$ cat src/hdl/lavm_pkg.sv
// ----------------------------------------------------------------------------
// lavm_pkg
// shared types and constants of the look-at view matrix generator
// ----------------------------------------------------------------------------
package lavm_pkg;

  localparam int FRAC_BITS_DEF   = 16;
  localparam int COORD_WIDTH_DEF = 32;
  localparam int QUEUE_DEPTH     = 2;

  // configuration register indexes
  localparam logic [1:0] REG_UP_X = 2'd0;
  localparam logic [1:0] REG_UP_Y = 2'd1;
  localparam logic [1:0] REG_UP_Z = 2'd2;

  localparam logic [1:0] ROW_LAST = 2'd3;

  typedef enum logic [2:0] {
    N_IDLE,
    N_SCALE,
    N_SQUARE,
    N_ROOT,
    N_DIV_LOAD,
    N_DIVIDE
  } norm_state_t;

  typedef enum logic [3:0] {
    B_IDLE,
    B_NORM_UP,
    B_NORM_FWD,
    B_CROSS_R,
    B_NORM_R,
    B_CROSS_U,
    B_NORM_U,
    B_TRANS,
    B_PUSH
  } back_state_t;

  typedef struct packed {
    logic done;
    logic zero;
  } norm_stat_t;

  typedef struct packed {
    logic full;
    logic empty;
  } fifo_stat_t;

endpackage

$ cat src/hdl/lavm_norm.sv
// ----------------------------------------------------------------------------
// lavm_norm
// multi-cycle vector normalizer: range scaling, sum of squares,
// bit-serial square root and one restoring divide per component
// ----------------------------------------------------------------------------
module lavm_norm #(
  parameter int FRAC_BITS = lavm_pkg::FRAC_BITS_DEF,
  parameter int MAG_W     = 33
) (
  input  logic                         clk,
  input  logic                         rst_n,
  input  logic                         start,
  input  logic signed [MAG_W:0]        vin [3],
  output logic signed [FRAC_BITS+1:0]  nvec [3],
  output lavm_pkg::norm_stat_t         stat
);

  localparam int F     = FRAC_BITS;
  localparam int NUM_W = 31 + F;
  localparam int CNT_W = $clog2(F + 1);

  lavm_pkg::norm_state_t state_r, state_nxt;

  logic             neg_r [3];
  logic [MAG_W-1:0] mag_r [3];
  logic [MAG_W-1:0] m_r;
  logic [61:0]      sum_r;
  logic [62:0]      rn_r, res_r, bit_r;
  logic [31:0]      len_r;
  logic [32:0]      rem_r;
  logic [F:0]       low_r;
  logic [F:0]       q_r;
  logic [CNT_W-1:0] cnt_r;
  logic [1:0]       idx_r;
  logic             done_r, zero_r;

  logic             vneg [3];
  logic [MAG_W-1:0] vmag [3];
  logic [MAG_W-1:0] vmax;
  logic             in_range;
  logic [59:0]      sq;
  logic [62:0]      root_try;
  logic             root_ge;
  logic [NUM_W-1:0] num;
  logic [32:0]      rem2;
  logic             div_ge;
  logic [F:0]       q_fin;

  always_comb begin
    for (int i = 0; i < 3; i++) begin
      vneg[i] = vin[i][MAG_W];
      vmag[i] = vneg[i] ? MAG_W'(-vin[i]) : MAG_W'(vin[i]);
    end
    vmax = (vmag[0] > vmag[1]) ? vmag[0] : vmag[1];
    if (vmag[2] > vmax) vmax = vmag[2];
  end

  assign in_range = ((m_r >> 30) == '0) && ((m_r >> 29) != '0);
  assign sq       = mag_r[idx_r][29:0] * mag_r[idx_r][29:0];
  assign root_try = res_r + bit_r;
  assign root_ge  = (rn_r >= root_try);
  // rounded dividend: magnitude in fixed point plus half the length
  assign num      = {1'b0, mag_r[idx_r][29:0], {F{1'b0}}} + NUM_W'(len_r >> 1);
  assign rem2     = {rem_r[31:0], low_r[F]};
  assign div_ge   = (rem2 >= {1'b0, len_r});
  assign q_fin    = {q_r[F-1:0], div_ge};

  always_ff @(posedge clk) begin
    if (!rst_n) state_r <= lavm_pkg::N_IDLE;
    else        state_r <= state_nxt;
  end

  always_comb begin
    state_nxt = state_r;
    case (state_r)
      lavm_pkg::N_IDLE:     if (start && vmax != '0) state_nxt = lavm_pkg::N_SCALE;
      lavm_pkg::N_SCALE:    if (in_range) state_nxt = lavm_pkg::N_SQUARE;
      lavm_pkg::N_SQUARE:   if (idx_r == 2'd2) state_nxt = lavm_pkg::N_ROOT;
      lavm_pkg::N_ROOT:     if (bit_r[0]) state_nxt = lavm_pkg::N_DIV_LOAD;
      lavm_pkg::N_DIV_LOAD: state_nxt = lavm_pkg::N_DIVIDE;
      lavm_pkg::N_DIVIDE: begin
        if (cnt_r == '0)
          state_nxt = (idx_r == 2'd2) ? lavm_pkg::N_IDLE : lavm_pkg::N_DIV_LOAD;
      end
      default: state_nxt = lavm_pkg::N_IDLE;
    endcase
  end

  always_ff @(posedge clk) begin
    if (!rst_n) begin
      done_r <= 1'b0;
      zero_r <= 1'b0;
    end else begin
      done_r <= 1'b0;
      if (state_r == lavm_pkg::N_IDLE && start) begin
        done_r <= (vmax == '0);
        zero_r <= (vmax == '0);
      end else if (state_r == lavm_pkg::N_DIVIDE && cnt_r == '0 && idx_r == 2'd2) begin
        done_r <= 1'b1;
        zero_r <= 1'b0;
      end
    end
  end

  always_ff @(posedge clk) begin
    case (state_r)
      lavm_pkg::N_IDLE: begin
        if (start) begin
          for (int i = 0; i < 3; i++) begin
            neg_r[i] <= vneg[i];
            mag_r[i] <= vmag[i];
            if (vmax == '0) nvec[i] <= '0;
          end
          m_r <= vmax;
        end
      end
      lavm_pkg::N_SCALE: begin
        // big jumps of eight where the whole jump stays outside the window
        if ((m_r >> 30) != '0) begin
          if ((m_r >> 37) != '0) begin
            for (int i = 0; i < 3; i++) mag_r[i] <= mag_r[i] >> 8;
            m_r <= m_r >> 8;
          end else begin
            for (int i = 0; i < 3; i++) mag_r[i] <= mag_r[i] >> 1;
            m_r <= m_r >> 1;
          end
        end else if ((m_r >> 29) == '0) begin
          if ((m_r >> 21) == '0) begin
            for (int i = 0; i < 3; i++) mag_r[i] <= mag_r[i] << 8;
            m_r <= m_r << 8;
          end else begin
            for (int i = 0; i < 3; i++) mag_r[i] <= mag_r[i] << 1;
            m_r <= m_r << 1;
          end
        end else begin
          idx_r <= 2'd0;
          sum_r <= '0;
        end
      end
      lavm_pkg::N_SQUARE: begin
        sum_r <= sum_r + 62'(sq);
        idx_r <= idx_r + 1'b1;
        if (idx_r == 2'd2) begin
          rn_r  <= 63'(sum_r) + 63'(sq);
          res_r <= '0;
          bit_r <= 63'(1) << 62;
        end
      end
      lavm_pkg::N_ROOT: begin
        if (root_ge) begin
          rn_r  <= rn_r - root_try;
          res_r <= (res_r >> 1) + bit_r;
        end else begin
          res_r <= res_r >> 1;
        end
        bit_r <= bit_r >> 2;
        if (bit_r[0]) begin
          len_r <= root_ge ? 32'((res_r >> 1) + bit_r) : 32'(res_r >> 1);
          idx_r <= 2'd0;
        end
      end
      lavm_pkg::N_DIV_LOAD: begin
        rem_r <= 33'(num[NUM_W-1:F+1]);
        low_r <= num[F:0];
        q_r   <= '0;
        cnt_r <= CNT_W'(F);
      end
      lavm_pkg::N_DIVIDE: begin
        rem_r <= div_ge ? rem2 - {1'b0, len_r} : rem2;
        q_r   <= q_fin;
        low_r <= low_r << 1;
        cnt_r <= cnt_r - 1'b1;
        if (cnt_r == '0) begin
          nvec[idx_r] <= neg_r[idx_r] ? -$signed({1'b0, q_fin}) : $signed({1'b0, q_fin});
          idx_r       <= idx_r + 1'b1;
        end
      end
      default: ;
    endcase
  end

  assign stat.done = done_r;
  assign stat.zero = zero_r;

endmodule

$ cat config.mk
export PLATFORM = sky130hd
export DESIGN_NAME = lavm_norm
export DESIGN_NICKNAME = d
export VERILOG_FILES = /design/src/hdl/lavm_pkg.sv /design/src/hdl/lavm_norm.sv
export SDC_FILE = /design/constraint.sdc
export NUM_CORES = 2
export LEC_CHECK = 0
export CORE_ASPECT_RATIO = 0.8
export CORE_MARGIN = 3
export CORE_UTILIZATION = 62
export DETAILED_ROUTE_END_ITERATION = 16
export DONT_BUFFER_PORTS = 1
export PLACE_DENSITY_LB_ADDON = 0.3
export REMOVE_ABC_BUFFERS = 1
export SYNTH_ARGS = -nofsm -noshare
export SYNTH_HDL_FRONTEND = slang
export SYNTH_SLANG_ARGS = --single-unit
$ cat constraint.sdc
create_clock -name clk -period 15.55 [get_ports clk]
set_input_delay 3.11 -clock clk [delete_from_list [all_inputs] [get_ports clk]]
set_output_delay 3.11 -clock clk [all_outputs]
set_load 0.02 [all_outputs]
==> run summary <==
The flow ran to the end, and the final reports show no timing, DRC or antenna violations. Startpoint class of the critical path: a flop. In this run the top signal layer used is met5.

From synthesis to final layout, the design area changed by 5.11%. Global routing used 35.6% of the available tracks across all layers. The min-delay analysis places its worst path in the category flop to flop.

The maximum net fanout on the critical path came out at 43. The mapped netlist covers 66,700 um^2. Kind of cell adding the most delay to the critical path: compound AO/OA/AOI/OAI gates. The most repeated cell in the gate-level netlist after synthesis was inv_1.

After floorplanning, the core was divided into 106 placement rows. The total wirelength of the detailed-routed design was 201,000 um; the number of buffers inserted during clock tree synthesis was 58. In this run the biggest area consumer among cell types represents 23.1% of the synthesized area. The data required time at the worst endpoint was 15.95 ns; the vertical extent of the die was 299 um. The initial antenna violation count was 6; the final period demand of the worst path was 13.54 ns. The synthesized instance count was 7,420; the number of warnings printed during yosys synthesis was 0. Across the run, the number of max-cap violations was 0. After global routing the overflow that remains totals 0. The number of H-tree levels is 2.

Number of buffers added on ports: 0. For the distinct cell type count of the synthesized netlist, the log shows 88. The number of buffers inserted to repair setup after CTS was 0.

For the final routed database, the setup TNS stands at 0 ns. The final route contains 55.2k vias. For this run, asynchronously set or reset flops after synthesis account for 0%. The transition time of the tightest slew-check pin came out at 1.21 ns. The count of flip-flops with a built-in enable after synthesis is 513, and the reg2reg setup slack is 2.01 ns. The first global-routing pass estimated 311,000 um of wire. For this design the top-level I/O count stands at 161. Setup violations remaining at the end of the flow were counted as 0.

CTS saw 520 sinks. The run gives 104 as the pin count of the biggest net entering global routing. The logs give 1.05 for the weighted congestion at the end of routability-driven global placement and 73.9 MHz for the highest clock frequency the design can meet. Net total in the final layout: 8,641.

The floorplan core area is 106,000 um^2. The count of TritonRoute iterations in the first routing pass was 6; the post-DP HPWL was 157,000 um. The mean post-synth cell area was 8.99 um^2.

The worst setup path is of the flop to flop kind. The worst slew margin relative to its limit came out at 18.2%. After layout, the worst path uses 87.0% of the clock period. Counting stages on the worst path, the most repeated cell is fa_1.

In this run the deepest clock path goes through 3 buffers. For this configuration, the core starts out at a cell density of 63.2%. The run gives 84,800 um as the met2 wire length. Of all cell types, the one taking the most synthesized area is edfxtp_1. Number of routed nets with antenna violations: 0.

In the final routing, the length of wire on met1 measures 82,000 um. The tools report the number of slew-limit violations in the final report as 0. TritonCTS built the clock tree.

At the later pin of the worst-skew pair, clock insertion delay measures 0.72 ns. Setup repair after global routing left no endpoint under its margin. At the worst endpoint, the arrival time is 13.93 ns. The count of buffering cells on the critical path with inverters included was 9. The die is 373 um wide.

The tree is rooted in a clkbuf_16. After clock tree synthesis, the flow added hold-fix buffers numbering 0. The flip-flop and latch count after synthesis is 520, and the hold violation count in the final report is 0. The logs give 0 for the number of remaining DRC errors and 112,000 um^2 for the full die area. The tools report the via count of the first global-routing pass as 53.8k. For this design, the slowest cell found on the critical path is fa_1. On the worst path, the slowest cell contributes a delay of 0.61 ns.

In this run, the number of DRC markers left after iteration 0 of detailed routing was 7,067. By area the synthesized netlist is led by edfxtp_1 (23%), fa_1 (21%), ha_1 (11%), inv_1 (6.1%), nand2_1 (4.3%). On the final layout, the worst clock skew is 0.0698 ns. The tools report the number of gates given a new drive strength after cts as 0. Among all flip-flop cells after synthesis, the most frequent one is edfxtp_1. Of the synthesized area, sequential elements account for 23.3%. Dividing the detail-routed wire length by the instance count gives 23.1 um. Of the cells placed in the final design, the portion with a size suffix greater than 1 is 3.87%. The worst setup path is captured at a flop.

Detailed routing placed a total of 26,000 um of wire on met3. The number of vias per cell is 6.33. The commonest cells after synthesis are inv_1 (1,085), nand2_1 (767), fa_1 (699), nor2_1 (627), ha_1 (573). After clock tree synthesis, the clock-pin slew on the worst setup and hold paths is 0.07 ns.
worst min-delay path, cell delays in order, from the launching register on:
cell and delay, ns:
edfxtp_1 0.33, nand2_1 0.04, o21ai_0 0.06
through the flow:
step / utilization [%] / instance area [um^2] / std cells / hold slack, ns / setup WS (ns)
6_report: 66.4 / 70200 / 8716 / 0.529 / 2.01
5_1_grt: 66.4 / 70100 / 8713 / 0.555 / 1.41
4_1_cts: 66.4 / 70100 / 8713 / 0.531 / 2.34
3_5_place_dp: 64.6 / 68200 / 8608 / 0.517 / 2.39
3_3_place_gp: 64.6 / 68200 / 8608 / 0.500 / 2.66
2_1_floorplan: - / 65600 / 7108 / 0.484 / 1.60
state kept, by name, summed over array words and instances (netlist names), 3 cells and up, named ones only:
name and count:
cnt_r 5, m_r 33, bit_r 32, mag_r 99, nvec 54, low_r 17
sum_r 62, q_r 16, rn_r 63, neg_r 3, len_r 32, res_r 63
state_r 3, rem_r 32
cell usage in the layout, fill, tap and decap left out, types with 55 or more instances in the layout:
| cell type | instances |
|---|---|
| inv_1 | 1085 |
| nand2_1 | 764 |
| fa_1 | 699 |
| nor2_1 | 625 |
| ha_1 | 572 |
| edfxtp_1 | 513 |
| o21ai_0 | 474 |
| a21oi_1 | 330 |
| xnor2_1 | 256 |
| xor2_1 | 212 |
| a21o_1 | 169 |
| mux2i_1 | 157 |
| a31oi_1 | 107 |
| nand3_1 | 104 |
| buf_4 | 96 |
| o211ai_1 | 81 |
| nand4_1 | 76 |
| o21a_1 | 71 |
| a211oi_1 | 65 |
| and2_1 | 59 |
| clkbuf_16 | 58 |
| nor3_1 | 55 |
logic make-up after synthesis:
kind of cell               Yosys count  share of synthesized area, %
and+or+nand+nor                   1994                          13.4
AOI/OAI and AO/OA                 1587                          14.9
buffers and inverters             1411                          7.95
adders and majority gates         1272                          31.7
DFF                                520                          23.3
xor gates and xnor gates           468                          6.14
muxes                              168                          2.54
area by class of cell:
class | instances | area [um^2]
multi-input combinational | 5489 | 46100
tap | 1404 | 1760
antenna | 3 | 7.51
fill | 8600 | 35400
clock inverter | 43 | 463
sequential | 520 | 15500
timing repair buffer | 96 | 721
inverter | 1099 | 4130
clock buffer | 62 | 1470
layer usage:
| metal | global-route usage [%] | up-vias |
|---|---|---|
| met1 | 50.8 | 26700 |
| met3 | 9.79 | 510 |
| met2 | 52.0 | 3201 |
| li1 | - | 24800 |
| met5 | 0 | - |
| met4 | 12.7 | 10 |
final timing paths:
kind                 startpoint            endpoint  cells after the start
max                        flop  rn_r[60]$_DFFE_PP_                     44
min          low_r[2]$_DFFE_PP_  low_r[3]$_DFFE_PP_                      2
max reg2reg                flop  rn_r[60]$_DFFE_PP_                     44
min reg2reg  low_r[2]$_DFFE_PP_  low_r[3]$_DFFE_PP_                      2
Power is not shown: default switching activity piles up to over one toggle a cycle in this logic, so the estimate is an artifact.
