**src/hdl/lavm_pkg.sv**
```systemverilog
// ----------------------------------------------------------------------------
// lavm_pkg
// shared types and constants of the look-at view matrix generator
// ----------------------------------------------------------------------------
package lavm_pkg;

  localparam int FRAC_BITS_DEF   = 16;
  localparam int COORD_WIDTH_DEF = 32;
  localparam int QUEUE_DEPTH     = 2;

  // configuration register indexes
  localparam logic [1:0] REG_UP_X = 2'd0;
  localparam logic [1:0] REG_UP_Y = 2'd1;
  localparam logic [1:0] REG_UP_Z = 2'd2;

  localparam logic [1:0] ROW_LAST = 2'd3;

  typedef enum logic [2:0] {
    N_IDLE,
    N_SCALE,
    N_SQUARE,
    N_ROOT,
    N_DIV_LOAD,
    N_DIVIDE
  } norm_state_t;

  typedef enum logic [3:0] {
    B_IDLE,
    B_NORM_UP,
    B_NORM_FWD,
    B_CROSS_R,
    B_NORM_R,
    B_CROSS_U,
    B_NORM_U,
    B_TRANS,
    B_PUSH
  } back_state_t;

  typedef struct packed {
    logic done;
    logic zero;
  } norm_stat_t;

  typedef struct packed {
    logic full;
    logic empty;
  } fifo_stat_t;

endpackage

```
**src/hdl/lavm_front.sv**
```systemverilog
// ----------------------------------------------------------------------------
// lavm_front
// takes camera beats, forms eye minus aim and queues the item
// ----------------------------------------------------------------------------
module lavm_front #(
  parameter int COORD_WIDTH = lavm_pkg::COORD_WIDTH_DEF
) (
  input  logic                               clk,
  input  logic                               rst_n,
  input  logic                               in_valid,
  output logic                               in_stall,
  input  logic signed [COORD_WIDTH-1:0]      in_eye_x,
  input  logic signed [COORD_WIDTH-1:0]      in_eye_y,
  input  logic signed [COORD_WIDTH-1:0]      in_eye_z,
  input  logic signed [COORD_WIDTH-1:0]      in_aim_x,
  input  logic signed [COORD_WIDTH-1:0]      in_aim_y,
  input  logic signed [COORD_WIDTH-1:0]      in_aim_z,
  input  lavm_pkg::fifo_stat_t               fifo_stat,
  output logic                               push,
  output logic [6*COORD_WIDTH+2:0]           item
);

  localparam int CW = COORD_WIDTH;

  logic                 stg_valid_r;
  logic [CW-1:0]        eye_r [3];
  logic signed [CW:0]   diff_r [3];
  logic                 take;

  assign in_stall = stg_valid_r && fifo_stat.full;
  assign take     = in_valid && !in_stall;
  assign push     = stg_valid_r && !fifo_stat.full;

  always_ff @(posedge clk) begin
    if (!rst_n) begin
      stg_valid_r <= 1'b0;
    end else if (take) begin
      stg_valid_r <= 1'b1;
    end else if (push) begin
      stg_valid_r <= 1'b0;
    end
  end

  always_ff @(posedge clk) begin
    if (take) begin
      eye_r[0]  <= in_eye_x;
      eye_r[1]  <= in_eye_y;
      eye_r[2]  <= in_eye_z;
      diff_r[0] <= (CW+1)'(in_eye_x) - (CW+1)'(in_aim_x);
      diff_r[1] <= (CW+1)'(in_eye_y) - (CW+1)'(in_aim_y);
      diff_r[2] <= (CW+1)'(in_eye_z) - (CW+1)'(in_aim_z);
    end
  end

  assign item = {eye_r[0], eye_r[1], eye_r[2], diff_r[0], diff_r[1], diff_r[2]};

endmodule

```
**config.mk**
```make
export PLATFORM = sky130hd
export DESIGN_NAME = lavm_front
export DESIGN_NICKNAME = d
export VERILOG_FILES = /design/src/hdl/lavm_pkg.sv /design/src/hdl/lavm_front.sv
export SDC_FILE = /design/constraint.sdc
export NUM_CORES = 1
export LEC_CHECK = 0
export BUFFER_PORTS_ARGS = -buffer_cell sky130_fd_sc_hd__buf_2
export CAP_MARGIN = 20
export CORE_UTILIZATION = 30
export DETAILED_ROUTE_END_ITERATION = 7
export SETUP_SLACK_MARGIN = 0.05
export SLEW_MARGIN = 5
export SYNTH_ARGS = -nofsm -noshare
export SYNTH_HDL_FRONTEND = slang
export SYNTH_SLANG_ARGS = --single-unit
```
**constraint.sdc**
```tcl
create_clock -name clk -period 34.7 [get_ports clk]
set_clock_uncertainty 0.1 [all_clocks]
set_input_delay 6.94 -clock clk [delete_from_list [all_inputs] [get_ports clk]]
set_output_delay 6.94 -clock clk [all_outputs]
set_load 0.05 [all_outputs]
```
==> results.sh, run 1 <==
export IMPL_outcome="finished clean"
export IMPL_route_final_wire_length_um=30300
export IMPL_first_pass_iters=4
export IMPL_track_usage_pct=15.7
export IMPL_antenna_found_initial=1
export IMPL_initial_core_util_pct=30.6
export IMPL_grt_max_degree=75
export IMPL_fillers=3637
export IMPL_setup_viol=0
export IMPL_end_kind="output pin"
export IMPL_wl_per_cell_um=16.3
export IMPL_clock_latency_ns=0.44
export IMPL_clk_pin_slew_ns=0.07
export IMPL_cp_max_fo=3
export IMPL_power_net_switching_uw=255
export IMPL_rows=70
export IMPL_synthToLayoutAreaGrowth_pct=27.8
export IMPL_sw_frac_of_total_pct=35.1
export IMPL_crit_chain="buf_2 -> and2_1 -> buf_2"
export IMPL_cap_violations=0
export IMPL_cp_required_ns=27.66
export IMPL_dr_total_vias=8884
export IMPL_die_x_um=195
export IMPL_synth_edf_count=195
export IMPL_synth_nets=1284
export IMPL_slew_viol_final=0
export IMPL_leakage_uw=0.00658
export IMPL_final_antenna_net_count=0
export IMPL_ys_ff_latch=196
export IMPL_synth_most_common_cell="edfxtp_1"
export IMPL_async_flop_share_pct=0
export IMPL_numPortBuffers=392
export IMPL_syn_area_um2=11200
export IMPL_hold_viol_final=0
export IMPL_synth_cell_types=72
export IMPL_p_clk_share_pct=29.0
export IMPL_io_pins=394
export IMPL_ctsResizeCount=0
export IMPL_place_hpwl_um=24400
export IMPL_combPwrFrac_pct=30.2
export IMPL_tns_ns=0
export IMPL_fin_area_um2=14300
export IMPL_htreeDepth=4
export IMPL_cts_setup_buffers=0
export IMPL_cts_sinks=196
export IMPL_gr_total_overflow=0
export IMPL_grt_pass1_vias=8924
export IMPL_p_per_area_nw_per_um2=50.8
export IMPL_post_route_period_util_pct=42.0
export IMPL_yosys_area_top_type="edfxtp_1"
export IMPL_critPathArrivalTime_ns=7.52
export IMPL_viasPerCell=4.76
export IMPL_p_int_uw=471
export IMPL_final_nets=1679
export IMPL_power_frac_seq_pct=40.8
export IMPL_synth_main_ff_cell="edfxtp_1"
export IMPL_drt_iter0_drc=347
export IMPL_path_delay_family="buffers and inverters"
export IMPL_postLayoutCoreUtil_pct=39.0
export IMPL_cts_tree="done"
export IMPL_max_stage_delay_ns=0.29
export IMPL_drive_above_1_share_pct=32.7
export IMPL_cp_slowest_cell="buf_2"
export IMPL_critical_path_n_buffers_inverters=2
export IMPL_min_period_ns=14.56
export IMPL_max_freq_mhz=68.7
export IMPL_drc=0
export IMPL_synth_top_cell_area_share_pct=52.4
export IMPL_die_area_um2=38100
export IMPL_worst_slack_ns=20.14
export IMPL_peakVddDrop_mv=0.0338
export IMPL_place_ws_ns=20.14
export IMPL_synthTopCellsByCount="195 x edfxtp_1, 124 x inv_1, 96 x ha_1, 76 x a21oi_1, 56 x nor2_1"
export IMPL_syn_area_per_cell_um2=11.3
export IMPL_slew_headroom_pct=36.6
export IMPL_crit_type="in -> out"
export IMPL_clock_root_buffer="clkbuf_16"
export IMPL_holdBufCountCts=0
export IMPL_cts_max_path_buffers=2
export IMPL_yosys_warnings=0
export IMPL_postPlaceCellArea_um2=13700
export IMPL_chipHeight_um=195
export IMPL_gp_congestion=0.842
export IMPL_rsz0062_at_grt="no"
export IMPL_tightest_slew_ns=0.950
export IMPL_hold_class="reg -> reg"
export IMPL_cts_buffers_inserted=17
export IMPL_cp_common_cell="buf_2"
export IMPL_core_area_um2=36600
export IMPL_synth_seq_area_share_pct=52.5
export IMPL_start_kind="input pin"
export IMPL_synthesis_instances=988
export IMPL_grt_pass1_wl_um=46500
export IMPL_yosys_top_cells_area="edfxtp_1 52%, ha_1 11%, inv_1 4.2%"
==> routing by layer <==
layer  wire (µm)  GRT usage (%)  vias to the layer above
met5          13              0                        -
met4         514           5.07                        2
met3        2110           4.92                       38
met2       15100           27.8                      285
met1       12600           17.9                     4151
li1            -              -                     4408
==> layout by cell type (no fill, tap or decap), types with 27 or more instances in the layout <==
cell,synthesis,layout
a21oi_1,76,76
a21o_1,42,42
buf_2,2,392
edfxtp_1,195,195
o21ai_0,35,35
nor2_1,56,56
nand2_1,43,43
nand3_1,27,27
xnor2_1,50,50
ha_1,96,96
inv_1,124,124
==> logic make-up (layout without fill, tap and decap cells) <==
| kind of cell | count (synthesis) | in the layout | synth area share (%) |
|---|---|---|---|
| AO/OA/AOI/OAI | 250 | 250 | 15.0 |
| XOR/XNOR | 75 | 75 | 5.87 |
| adder cells (fa/ha/maj) | 99 | 99 | 11.3 |
| buffers and inverters | 143 | 551 | 4.84 |
| flip-flops | 196 | 196 | 52.5 |
| multiplexers | 3 | 3 | 0.280 |
| other | 0 | 1 | 0 |
| AND/OR/NAND/NOR | 222 | 222 | 10.2 |
==> final cells by class <==
class	instances	area [µm²]	share of cell area, %
Antenna cell	1	2.50	0.0175
Clock buffer	19	433	3.03
Clock inverter	13	171	1.20
Inverter	124	465	3.26
Multi-Input combinational cell	649	4770	33.4
Sequential cell	196	5880	41.1
Tap cell	468	586	4.10
Timing Repair Buffer	395	1980	13.9
==> path summary, 6_finish.rpt <==
| kind | startpoint | depth (start not counted) | slack [ns] | end |
|---|---|---|---|---|
| worst min-delay path | stg_valid_r$_SDFFE_PN0P_ | 2 | 0.59 | stg_valid_r$_SDFFE_PN0P_ |
| worst max register to register | stg_valid_r$_SDFFE_PN0P_ | 4 | 32.05 | diff_r[0][69]$_DFFE_PP_ |
| worst max-delay path | fifo_stat[1] | 3 | 20.14 | in_stall |
| worst min register to register | stg_valid_r$_SDFFE_PN0P_ | 2 | 0.59 | stg_valid_r$_SDFFE_PN0P_ |
==> through the flow <==
stage / total power [µW] / std cells / hold WS [ns]
6_report: 726 / 1865 / 0.590
3_5_place_dp: 522 / 1832 / 0.562
5_1_grt: 759 / 1864 / 0.629
4_1_cts: 735 / 1864 / 0.579
3_3_place_gp: 520 / 1832 / 0.539
2_1_floorplan: 467 / 988 / 0.783
==> worst reg2reg max path, stage by stage, from the launching register on <==
cell and delay, ns:
dfxtp_1 0.32, and2_1 0.18, nor2b_4 0.11, buf_4 0.61, buf_4 0.92
==> power by group through the flow <==
stage	clock [µW]	combinational (µW)	sequential (µW)
after floorplan	0	84.8	383
after global placement	0	218	301
after detailed placement	0	220	302
after CTS	217	221	297
after global routing	225	236	299
final	210	219	296
==> registers in the layout, indices dropped and copies added (netlist names) <==
name and flops:
diff_r 99, stg_valid_r 1, eye_r 96
(Power assumes the default switching activity.)
==> run 2: changes to the inputs <==
==> constraint.sdc (replaced) <==
create_clock -name clk -period 11.8 [get_ports clk]
set_clock_uncertainty 0.1 [all_clocks]
set_input_delay 2.36 -clock clk [delete_from_list [all_inputs] [get_ports clk]]
set_output_delay 2.36 -clock clk [all_outputs]
set_load 0.05 [all_outputs]
==> run 2 against run 1 <==
Net effect:
- first-iteration DRC count decreased by 1.4%
- global-route usage increased by 0.12 points
- core utilization decreased by 0.13 points
- setup slack got worse by 14 ns
- die area unchanged
- total power increased to 2.9 times the previous value
==> results.sh, run 2 (same netlist as run 1, synthesis figures left out) <==
export IMPL_outcome="finished clean"
export IMPL_cap_violations=0
export IMPL_cp_common_cell="buf_2"
export IMPL_largest_reg_flops=99
export IMPL_ctsResizeCount=0
export IMPL_grt_max_degree=161
export IMPL_layout_commonest_cell="buf_2"
export IMPL_clk_pin_slew_ns=0.07
export IMPL_path_delay_family="buffers and inverters"
export IMPL_leakage_uw=0.00655
export IMPL_worst_slack_ns=6.40
export IMPL_rows=70
export IMPL_post_route_period_util_pct=45.8
export IMPL_start_kind="input pin"
export IMPL_final_nets=1678
export IMPL_cts_max_path_buffers=2
export IMPL_dr_total_vias=8828
export IMPL_crit_type="in -> out"
export IMPL_clock_latency_ns=0.44
export IMPL_core_area_um2=36600
export IMPL_clock_root_buffer="clkbuf_16"
export IMPL_final_cell_mix="392 x buf_2, 195 x edfxtp_1, 124 x inv_1"
export IMPL_grt_pass1_vias=8751
export IMPL_crit_chain="buf_2 -> and2_1 -> buf_2"
export IMPL_track_usage_pct=15.8
export IMPL_critical_path_n_buffers_inverters=2
export IMPL_cp_slowest_cell="buf_2"
export IMPL_chipHeight_um=195
export IMPL_die_x_um=195
export IMPL_max_stage_delay_ns=0.29
export IMPL_slew_headroom_pct=37.8
export IMPL_gr_total_overflow=0
export IMPL_drt_iter0_drc=342
export IMPL_rsz0062_at_grt="no"
export IMPL_holdBufCountCts=0
export IMPL_setup_viol=0
export IMPL_viasPerCell=4.74
export IMPL_p_per_area_nw_per_um2=146
export IMPL_drive_above_1_share_pct=32.5
export IMPL_cts_setup_buffers=0
export IMPL_grt_pass1_wl_um=46500
export IMPL_htreeDepth=4
export IMPL_max_freq_mhz=185
export IMPL_min_period_ns=5.40
export IMPL_cts_tree="done"
export IMPL_slew_viol_final=0
export IMPL_critPathArrivalTime_ns=2.94
export IMPL_hold_class="reg -> reg"
export IMPL_cts_sinks=196
export IMPL_antenna_found_initial=4
export IMPL_gp_congestion=0.842
export IMPL_drc=0
export IMPL_cts_buffers_inserted=17
export IMPL_peakVddDrop_mv=0.107
export IMPL_synthToLayoutAreaGrowth_pct=27.4
export IMPL_die_area_um2=38100
export IMPL_tns_ns=0
export IMPL_initial_core_util_pct=30.6
export IMPL_tightest_slew_ns=0.933
export IMPL_place_ws_ns=6.15
export IMPL_wl_per_cell_um=16.3
export IMPL_end_kind="output pin"
export IMPL_hold_viol_final=0
export IMPL_p_total_uw=2080
export IMPL_regMostFlops="diff_r"
export IMPL_numPortBuffers=392
export IMPL_place_inst=1830
export IMPL_first_pass_iters=4
export IMPL_final_antenna_net_count=0
export IMPL_place_hpwl_um=24000
export IMPL_cp_required_ns=9.34
export IMPL_cp_max_fo=3
export IMPL_final_cells=1863
export IMPL_reg_top3="diff_r: 99 flops, eye_r: 96 flops, stg_valid_r: 1 flops"
export IMPL_route_final_wire_length_um=30300
export IMPL_io_pins=394
## run 2: layout make-up
cell class / count / area (µm²)
inverter: 124 / 465
antenna: 2 / 5.00
clock inverter: 11 / 105
multi-input combinational: 649 / 4770
sequential: 196 / 5880
clock buffer: 19 / 433
timing repair buffer: 394 / 2000
tap: 468 / 586
fill: 3700 / 22400
## run 2: metrics by stage
step           utilization, %  instance area, µm²  hold slack [ns]
2_1_floorplan               -               11200            0.793
6_report                 38.9               14200            0.575
4_1_cts                  38.8               14200            0.584
3_5_place_dp             37.4               13700            0.567
3_3_place_gp             37.4               13700            0.538
5_1_grt                  38.9               14200            0.610
## run 2: report_power, final
part,leakage (µW),switching (µW),internal (µW)
Clock,0.000254,276,290
Combinational,0.00440,453,193
Sequential,0.00189,14.8,856
## run 2: worst reg2reg max path, stage by stage, from the launching register on
cell and delay (ns):
dfxtp_1 0.31, and2_1 0.17, nor2b_4 0.25, buf_12 0.25, buf_12 0.66
## run 2: worst paths after layout
| kind | from | to | slack (ns) | depth (start not counted) |
|---|---|---|---|---|
| hold reg to reg | stg_valid_r$_SDFFE_PN0P_ | stg_valid_r$_SDFFE_PN0P_ | 0.57 | 2 |
| hold / removal | stg_valid_r$_SDFFE_PN0P_ | stg_valid_r$_SDFFE_PN0P_ | 0.57 | 2 |
| setup reg to reg | stg_valid_r$_SDFFE_PN0P_ | eye_r[0][1]$_DFFE_PP_ | 9.51 | 4 |
| setup / recovery | fifo_stat[1] | in_stall | 6.40 | 3 |
## run 2: metal layers
layer  vias up  global-route usage, %  part of all wire (%)
li1       4406                      -                     -
met1      4109                   18.3                    41
met2       287                   27.8                    50
met3        22                   5.46                   7.4
met4         4                   4.14                   1.3
met5         -                      0                 0.053
