--- src/hdl/lavm_pkg.sv ---
// ----------------------------------------------------------------------------
// lavm_pkg
// shared types and constants of the look-at view matrix generator
// ----------------------------------------------------------------------------
package lavm_pkg;

  localparam int FRAC_BITS_DEF   = 16;
  localparam int COORD_WIDTH_DEF = 32;
  localparam int QUEUE_DEPTH     = 2;

  // configuration register indexes
  localparam logic [1:0] REG_UP_X = 2'd0;
  localparam logic [1:0] REG_UP_Y = 2'd1;
  localparam logic [1:0] REG_UP_Z = 2'd2;

  localparam logic [1:0] ROW_LAST = 2'd3;

  typedef enum logic [2:0] {
    N_IDLE,
    N_SCALE,
    N_SQUARE,
    N_ROOT,
    N_DIV_LOAD,
    N_DIVIDE
  } norm_state_t;

  typedef enum logic [3:0] {
    B_IDLE,
    B_NORM_UP,
    B_NORM_FWD,
    B_CROSS_R,
    B_NORM_R,
    B_CROSS_U,
    B_NORM_U,
    B_TRANS,
    B_PUSH
  } back_state_t;

  typedef struct packed {
    logic done;
    logic zero;
  } norm_stat_t;

  typedef struct packed {
    logic full;
    logic empty;
  } fifo_stat_t;

endpackage

--- src/hdl/lavm_back.sv ---
// ----------------------------------------------------------------------------
// lavm_back
// builds the basis vectors and translations of one queued item and
// sends the four matrix rows from a result buffer
// ----------------------------------------------------------------------------
module lavm_back #(
  parameter int FRAC_BITS   = lavm_pkg::FRAC_BITS_DEF,
  parameter int COORD_WIDTH = lavm_pkg::COORD_WIDTH_DEF,
  parameter int MAG_W       = 33,
  parameter int ACC_W       = 35
) (
  input  logic                               clk,
  input  logic                               rst_n,
  input  logic [6*COORD_WIDTH+2:0]           item,
  input  lavm_pkg::fifo_stat_t               fifo_stat,
  output logic                               pop,
  input  logic [COORD_WIDTH-1:0]             up [3],
  output logic                               norm_start,
  output logic signed [MAG_W:0]              norm_vin [3],
  input  logic signed [FRAC_BITS+1:0]        norm_n [3],
  input  lavm_pkg::norm_stat_t               norm_stat,
  output logic                               out_valid,
  input  logic                               out_stall,
  output logic [1:0]                         out_row_number,
  output logic signed [COORD_WIDTH-1:0]      out_col_zero,
  output logic signed [COORD_WIDTH-1:0]      out_col_one,
  output logic signed [COORD_WIDTH-1:0]      out_col_two,
  output logic signed [COORD_WIDTH-1:0]      out_col_three,
  output logic                               out_degenerate,
  output logic                               out_last_row
);

  localparam int F     = FRAC_BITS;
  localparam int CW    = COORD_WIDTH;
  localparam int NW    = F + 2;
  localparam int MUL_W = (F + 2 > CW - F) ? F + 2 : CW - F;
  localparam int SW    = ACC_W + 2;
  localparam logic signed [SW-1:0] SAT_HI = {{(SW-CW+1){1'b0}}, {(CW-1){1'b1}}};
  localparam logic signed [SW-1:0] SAT_LO = ~SAT_HI;
  localparam logic signed [SW-1:0] ONE_W  = SW'(1) << F;
  localparam logic signed [ACC_W-1:0] HALF = ACC_W'(1) << (F - 1);

  function automatic logic [CW-1:0] sat(input logic signed [SW-1:0] x);
    if (x > SAT_HI)      return SAT_HI[CW-1:0];
    else if (x < SAT_LO) return SAT_LO[CW-1:0];
    else                 return x[CW-1:0];
  endfunction

  lavm_pkg::back_state_t state_r, state_nxt;

  logic [CW-1:0]            eye_r [3];
  logic signed [CW:0]       diff_r [3];
  logic signed [NW-1:0]     nu_r [3];
  logic signed [NW-1:0]     nf_r [3];
  logic signed [NW-1:0]     nr_r [3];
  logic signed [NW-1:0]     nv_r [3];
  logic signed [ACC_W-1:0]  c_r [3];
  logic signed [ACC_W-1:0]  acc_a_r, acc_b_r;
  logic signed [2*MUL_W-1:0] prod_r;
  logic [CW-1:0]            tr_r [3];
  logic [2:0]               step_r;
  logic                     phase_r;
  logic [1:0]               row_r;
  logic                     degen_r;
  logic                     started_r;

  logic                     ob_valid_r;
  logic [1:0]               ob_cnt_r;
  logic signed [NW-1:0]     ob_rot_r [3][3];
  logic [CW-1:0]            ob_tr_r [3];
  logic                     ob_degen_r;
  logic                     ob_free;

  logic                     in_norm;
  logic                     cross_sel;
  logic [1:0]               k, ia, ib, p, q;
  logic signed [MUL_W-1:0]  ma, mb;
  logic signed [NW-1:0]     nsel;
  logic signed [ACC_W-1:0]  prod_w;
  logic signed [ACC_W-1:0]  b_round;
  logic signed [SW-1:0]     tsum;

  assign in_norm = (state_r == lavm_pkg::B_NORM_UP) || (state_r == lavm_pkg::B_NORM_FWD) ||
                   (state_r == lavm_pkg::B_NORM_R)  || (state_r == lavm_pkg::B_NORM_U);
  assign norm_start = in_norm && !started_r;
  assign cross_sel  = (state_r == lavm_pkg::B_CROSS_U);
  assign pop        = (state_r == lavm_pkg::B_IDLE) && !fifo_stat.empty;
  assign ob_free    = !ob_valid_r || (!out_stall && ob_cnt_r == lavm_pkg::ROW_LAST);

  always_comb begin
    for (int i = 0; i < 3; i++) begin
      case (state_r)
        lavm_pkg::B_NORM_UP:  norm_vin[i] = (MAG_W+1)'($signed(up[i]));
        lavm_pkg::B_NORM_FWD: norm_vin[i] = (MAG_W+1)'(diff_r[i]);
        default:              norm_vin[i] = (MAG_W+1)'(c_r[i]);
      endcase
    end
  end

  // operand select for the shared multiplier
  always_comb begin
    k = step_r[2:1];
    case (k)
      2'd0:    begin p = 2'd1; q = 2'd2; end
      2'd1:    begin p = 2'd2; q = 2'd0; end
      default: begin p = 2'd0; q = 2'd1; end
    endcase
    ia = step_r[0] ? q : p;
    ib = step_r[0] ? p : q;
    if (state_r == lavm_pkg::B_TRANS) begin
      ia = (k == 2'd3) ? 2'd0 : k;
      case (row_r)
        2'd0:    nsel = nr_r[ia];
        2'd1:    nsel = nv_r[ia];
        default: nsel = nf_r[ia];
      endcase
      ma = MUL_W'(nsel);
      if (step_r[0]) mb = MUL_W'({1'b0, eye_r[ia][F-1:0]});
      else           mb = MUL_W'($signed(eye_r[ia][CW-1:F]));
    end else begin
      nsel = cross_sel ? nf_r[ia] : nu_r[ia];
      ma   = MUL_W'(nsel);
      mb   = MUL_W'(cross_sel ? nr_r[ib] : nf_r[ib]);
    end
  end

  assign prod_w  = ACC_W'(prod_r);
  assign b_round = (acc_b_r + HALF) >>> F;
  assign tsum    = -(SW'(acc_a_r) + SW'(b_round));

  always_ff @(posedge clk) begin
    if (!rst_n) state_r <= lavm_pkg::B_IDLE;
    else        state_r <= state_nxt;
  end

  always_comb begin
    state_nxt = state_r;
    case (state_r)
      lavm_pkg::B_IDLE:     if (!fifo_stat.empty) state_nxt = lavm_pkg::B_NORM_UP;
      lavm_pkg::B_NORM_UP:  if (norm_stat.done) state_nxt = lavm_pkg::B_NORM_FWD;
      lavm_pkg::B_NORM_FWD: if (norm_stat.done) state_nxt = lavm_pkg::B_CROSS_R;
      lavm_pkg::B_CROSS_R:  if (phase_r && step_r == 3'd5) state_nxt = lavm_pkg::B_NORM_R;
      lavm_pkg::B_NORM_R:   if (norm_stat.done) state_nxt = lavm_pkg::B_CROSS_U;
      lavm_pkg::B_CROSS_U:  if (phase_r && step_r == 3'd5) state_nxt = lavm_pkg::B_NORM_U;
      lavm_pkg::B_NORM_U:   if (norm_stat.done) state_nxt = lavm_pkg::B_TRANS;
      lavm_pkg::B_TRANS:    if (step_r == 3'd6 && row_r == 2'd2) state_nxt = lavm_pkg::B_PUSH;
      lavm_pkg::B_PUSH:     if (ob_free) state_nxt = lavm_pkg::B_IDLE;
      default:              state_nxt = lavm_pkg::B_IDLE;
    endcase
  end

  always_ff @(posedge clk) begin
    if (!rst_n) begin
      started_r <= 1'b0;
      step_r    <= '0;
      phase_r   <= 1'b0;
      row_r     <= '0;
    end else begin
      if (norm_start)          started_r <= 1'b1;
      else if (norm_stat.done) started_r <= 1'b0;
      if (in_norm) begin
        step_r  <= '0;
        phase_r <= 1'b0;
        row_r   <= '0;
      end else if (state_r == lavm_pkg::B_CROSS_R || state_r == lavm_pkg::B_CROSS_U ||
                   state_r == lavm_pkg::B_TRANS) begin
        if (step_r == 3'd6) begin
          step_r <= '0;
          row_r  <= row_r + 1'b1;
        end else begin
          phase_r <= !phase_r;
          if (phase_r) step_r <= step_r + 1'b1;
        end
      end
    end
  end

  always_ff @(posedge clk) begin
    prod_r <= ma * mb;
    case (state_r)
      lavm_pkg::B_IDLE: begin
        if (pop) begin
          eye_r[0]  <= item[6*CW+2 -: CW];
          eye_r[1]  <= item[5*CW+2 -: CW];
          eye_r[2]  <= item[4*CW+2 -: CW];
          diff_r[0] <= $signed(item[3*CW+2 -: CW+1]);
          diff_r[1] <= $signed(item[2*CW+1 -: CW+1]);
          diff_r[2] <= $signed(item[CW:0]);
          degen_r   <= 1'b0;
        end
      end
      lavm_pkg::B_NORM_UP: if (norm_stat.done) nu_r <= norm_n;
      lavm_pkg::B_NORM_FWD: begin
        if (norm_stat.done) begin
          nf_r    <= norm_n;
          degen_r <= degen_r | norm_stat.zero;
        end
      end
      lavm_pkg::B_NORM_R: begin
        if (norm_stat.done) begin
          nr_r    <= norm_n;
          degen_r <= degen_r | norm_stat.zero;
        end
      end
      lavm_pkg::B_NORM_U: begin
        if (norm_stat.done) begin
          nv_r    <= norm_n;
          degen_r <= degen_r | norm_stat.zero;
        end
      end
      lavm_pkg::B_CROSS_R, lavm_pkg::B_CROSS_U: begin
        if (phase_r) begin
          if (!step_r[0]) acc_a_r <= prod_w;
          else            c_r[k]  <= acc_a_r - prod_w;
        end
      end
      lavm_pkg::B_TRANS: begin
        if (step_r == 3'd6) begin
          tr_r[row_r] <= sat(tsum);
        end else if (phase_r) begin
          case (step_r)
            3'd0:    acc_a_r <= prod_w;
            3'd1:    acc_b_r <= prod_w;
            default: begin
              if (step_r[0]) acc_b_r <= acc_b_r + prod_w;
              else           acc_a_r <= acc_a_r + prod_w;
            end
          endcase
        end
      end
      default: ;
    endcase
  end

  // result buffer, drained one row per beat
  always_ff @(posedge clk) begin
    if (!rst_n) begin
      ob_valid_r <= 1'b0;
      ob_cnt_r   <= '0;
    end else begin
      if (ob_valid_r && !out_stall) begin
        ob_cnt_r <= ob_cnt_r + 1'b1;
        if (ob_cnt_r == lavm_pkg::ROW_LAST) ob_valid_r <= 1'b0;
      end
      if (state_r == lavm_pkg::B_PUSH && ob_free) begin
        ob_valid_r <= 1'b1;
        ob_cnt_r   <= '0;
      end
    end
  end

  always_ff @(posedge clk) begin
    if (state_r == lavm_pkg::B_PUSH && ob_free) begin
      ob_rot_r[0] <= nr_r;
      ob_rot_r[1] <= nv_r;
      ob_rot_r[2] <= nf_r;
      ob_tr_r     <= tr_r;
      ob_degen_r  <= degen_r;
    end
  end

  always_comb begin
    case (ob_cnt_r)
      2'd0, 2'd1, 2'd2: begin
        out_col_zero  = sat(SW'(ob_rot_r[ob_cnt_r][0]));
        out_col_one   = sat(SW'(ob_rot_r[ob_cnt_r][1]));
        out_col_two   = sat(SW'(ob_rot_r[ob_cnt_r][2]));
        out_col_three = sat(SW'($signed(ob_tr_r[ob_cnt_r])));
      end
      default: begin
        out_col_zero  = '0;
        out_col_one   = '0;
        out_col_two   = '0;
        out_col_three = sat(ONE_W);
      end
    endcase
  end

  assign out_valid      = ob_valid_r;
  assign out_row_number = ob_cnt_r;
  assign out_degenerate = ob_degen_r;
  assign out_last_row   = (ob_cnt_r == lavm_pkg::ROW_LAST);

endmodule

--- config.mk ---
export PLATFORM = sky130hd
export DESIGN_NAME = lavm_back
export DESIGN_NICKNAME = d
export VERILOG_FILES = /design/src/hdl/lavm_pkg.sv /design/src/hdl/lavm_back.sv
export SDC_FILE = /design/constraint.sdc
export NUM_CORES = 2
export LEC_CHECK = 0
export CORE_UTILIZATION = 30
export DETAILED_ROUTE_END_ITERATION = 8
export DONT_BUFFER_PORTS = 1
export GPL_TIMING_DRIVEN = 1
export PLACE_DENSITY = 0.44
export SYNTH_ARGS = -nofsm -noshare
export SYNTH_HDL_FRONTEND = slang
export SYNTH_SLANG_ARGS = --single-unit
--- constraint.sdc ---
create_clock -name clk -period 52.8 [get_ports clk]
set_input_delay 15.84 -clock clk [delete_from_list [all_inputs] [get_ports clk]]
set_output_delay 15.84 -clock clk [all_outputs]
set_load 0.005 [all_outputs]
==> impl_metrics.tcl <==
set metrics [dict create \
    cts_buffers 112 \
    cp-start-kind "input port" \
    start_util 0.3020 \
    cts-resized-gates 0 \
    multi_input_area_um2 26570 \
    cp_top_family "buffers and inverters" \
    synth_flop_cell "edfxtp_1" \
    min-delay-start "tr_r[55]" \
    rsz0062_at_grt "false" \
    grt_usage 0.1799 \
    io_pins 589 \
    fillers 19700 \
    async_flop_share 0 \
    die_area_um2 198000 \
    arrival_ns 16.65 \
    grt_pass1_wl_um 263200 \
    die_h_um 445.0 \
    status "finished clean" \
    yosysWarnings 0 \
    syn-cell-area_um2 58880 \
    final_nets 6108 \
    antenna_found_initial 15 \
    r2r-end "prod_r[33]" \
    place.detailed.hpwl_um 128900 \
    clock-sinks 990 \
    holdPathStages 0 \
    routed_wl_um 180500 \
    wl_per_cell_um 22.90 \
    cp_slowest_cell "buf_4" \
    clkLatencyLatePin_ns 0.81 \
    area_delta_synth_final_pct 11.35 \
    grt_overflow_total 0 \
    core-area_um2 195000 \
    rrSetupSlack_ns 41.63 \
    slew_headroom 0.1287 \
    setup_viol 0 \
    crit_fanout 29 \
    drt_first_iter_violations 2429 \
    first_global_vias 39599 \
    r2r_start "step_r[2]" \
    cp.required_ns 36.96 \
    cts_tree "yes" \
    synth_nets 6190 \
    period_share 0.6153 \
    cp_cell_sequence "nor4_2, buf_4" \
    drtPass1Iterations 6 \
    postSynthAreaPerCell_um2 11.23 \
    holdCritPathClass "flip-flop to flip-flop" \
    die_w_um 445.0 \
    hold_viol_final 0 \
    maxSlewViolCount 0 \
    critPathMaxStageDelay_ns 0.44 \
    synth_seq_cells 990 \
    ys_seq_area_frac 0.4962 \
    port_buffers 0 \
    post_cts_buffers 0 \
    routed-via-count 38875 \
    final.setup.tns_ns 0 \
    drive_gt1_frac 0.07180 \
    fmax_ghz 0.03078 \
    cp-end-kind "primary output" \
    viasPerCell 4.931 \
    htree_levels 3 \
    min_period_ns 32.49 \
    cts_hold_buf 0 \
    max-cap-violations 0 \
    fin_skew_ns 0.1149 \
    synth_edf_count 939 \
    synth_cells 5243 \
    holdPathEnd "ob_tr_r[55]" \
    drc 0 \
    ctsLongestPathBuffers 3 \
    critPathKind "input port to primary output" \
    seqCellArea_um2 29240 \
    critPathBufInv 1 \
    synthDistinctLibCells 77 \
    path_clk_slew_ns 0.06 \
    rows 162 \
    ant_nets 0 \
    root_buffer "clkbuf_16" \
    gp_congestion 0.8379 \
    worst_pin_slew_ns 1.274 \
    rr_worst_depth 30 \
    grt_max_degree 163 \
]
==> synthesized netlist by cell type (69+ instances only) <==
cell,instances,share of area
inv_1,540,0.034
clkbuf_1,194,0.012
o21ai_0,189,0.016
a22oi_1,102,0.013
a21oi_1,318,0.027
nor2b_1,69,0.0073
fa_1,327,0.11
mux2i_1,156,0.027
edfxtp_1,939,0.48
xnor2_1,115,0.017
ha_1,268,0.057
nor2_1,494,0.031
nand2_1,615,0.039
==> sequential cells by signal, summed over array words and instances, names as in the netlist, 2 cells and up, named ones only <==
| name | cells |
|---|---|
| acc_b_r | 35 |
| c_r | 102 |
| ob_tr_r | 96 |
| eye_r | 96 |
| diff_r | 99 |
| prod_r | 35 |
| nf_r | 54 |
| ob_rot_r | 162 |
| step_r | 3 |
| state_r | 4 |
| nu_r | 54 |
| nv_r | 54 |
| nr_r | 54 |
| row_r | 2 |
| tr_r | 96 |
| acc_a_r | 35 |
| out_row_number | 2 |
==> worst max path at each step <==
stage / endpoint / slack [ns] / from / depth (start not counted)
6_report: pop / 20.31 / fifo_stat[0] / 2
5_1_grt: pop / 20.25 / fifo_stat[0] / 2
3_5_place_dp: pop / 20.28 / fifo_stat[0] / 2
3_3_place_gp: pop / 20.28 / fifo_stat[0] / 2
4_1_cts: pop / 20.27 / fifo_stat[0] / 2
2_1_floorplan: pop / 2.58 / fifo_stat[0] / 1
==> routing by layer <==
layer | part of all wire | global-route usage
met1 | 0.42 | 0.2243
met2 | 0.50 | 0.3141
met3 | 0.045 | 0.02526
met4 | 0.036 | 0.06791
met5 | 0.00015 | 0
==> cell type report <==
class / instances / share of cell area
clock inverter: 73 / 0.01261
tap: 2624 / 0.05008
timing repair buffer: 92 / 0.01073
inverter: 540 / 0.03092
clock buffer: 131 / 0.04414
sequential: 990 / 0.4460
antenna: 8 / 0.0003053
multi-input combinational: 3425 / 0.4053
==> per-stage QoR <==
step / std cells / utilization / hold slack, ns / cell area (µm²) / setup WS, ns
2_1_floorplan: 5243 / - / 0.4003 / 58880 / 2.584
3_3_place_gp: 7671 / 0.3170 / 0.4003 / 61820 / 20.28
3_5_place_dp: 7671 / 0.3170 / 0.4045 / 61820 / 20.28
4_1_cts: 7875 / 0.3361 / 0.4032 / 65540 / 20.27
5_1_grt: 7882 / 0.3362 / 0.4079 / 65560 / 20.25
6_report: 7883 / 0.3362 / 0.4053 / 65560 / 20.31
==> cells by family after synthesis <==
family / after synthesis / synth area share
compound gates: 1022 / 0.1108
xor+xnor: 170 / 0.02529
fa+ha+maj: 595 / 0.1681
buf+inv: 828 / 0.05597
flops: 990 / 0.4962
mux: 199 / 0.03838
simple gates: 1439 / 0.1053
==> cell usage in the layout, fill, tap and decap left out, types with 65 or more instances in the layout <==
cell and instances:
a21oi_1 317, a22oi_1 102, buf_4 91, clkbuf_16 112
edfxtp_1 939, fa_1 327, ha_1 266, inv_1 539
mux2i_1 156, nand2_1 615, nor2_1 480, nor2b_1 65
o21ai_0 189, xnor2_1 115
Power is left out: the tool's default activity adds up to more than one toggle a clock period on the data nets, which glitch-free logic cannot reach.
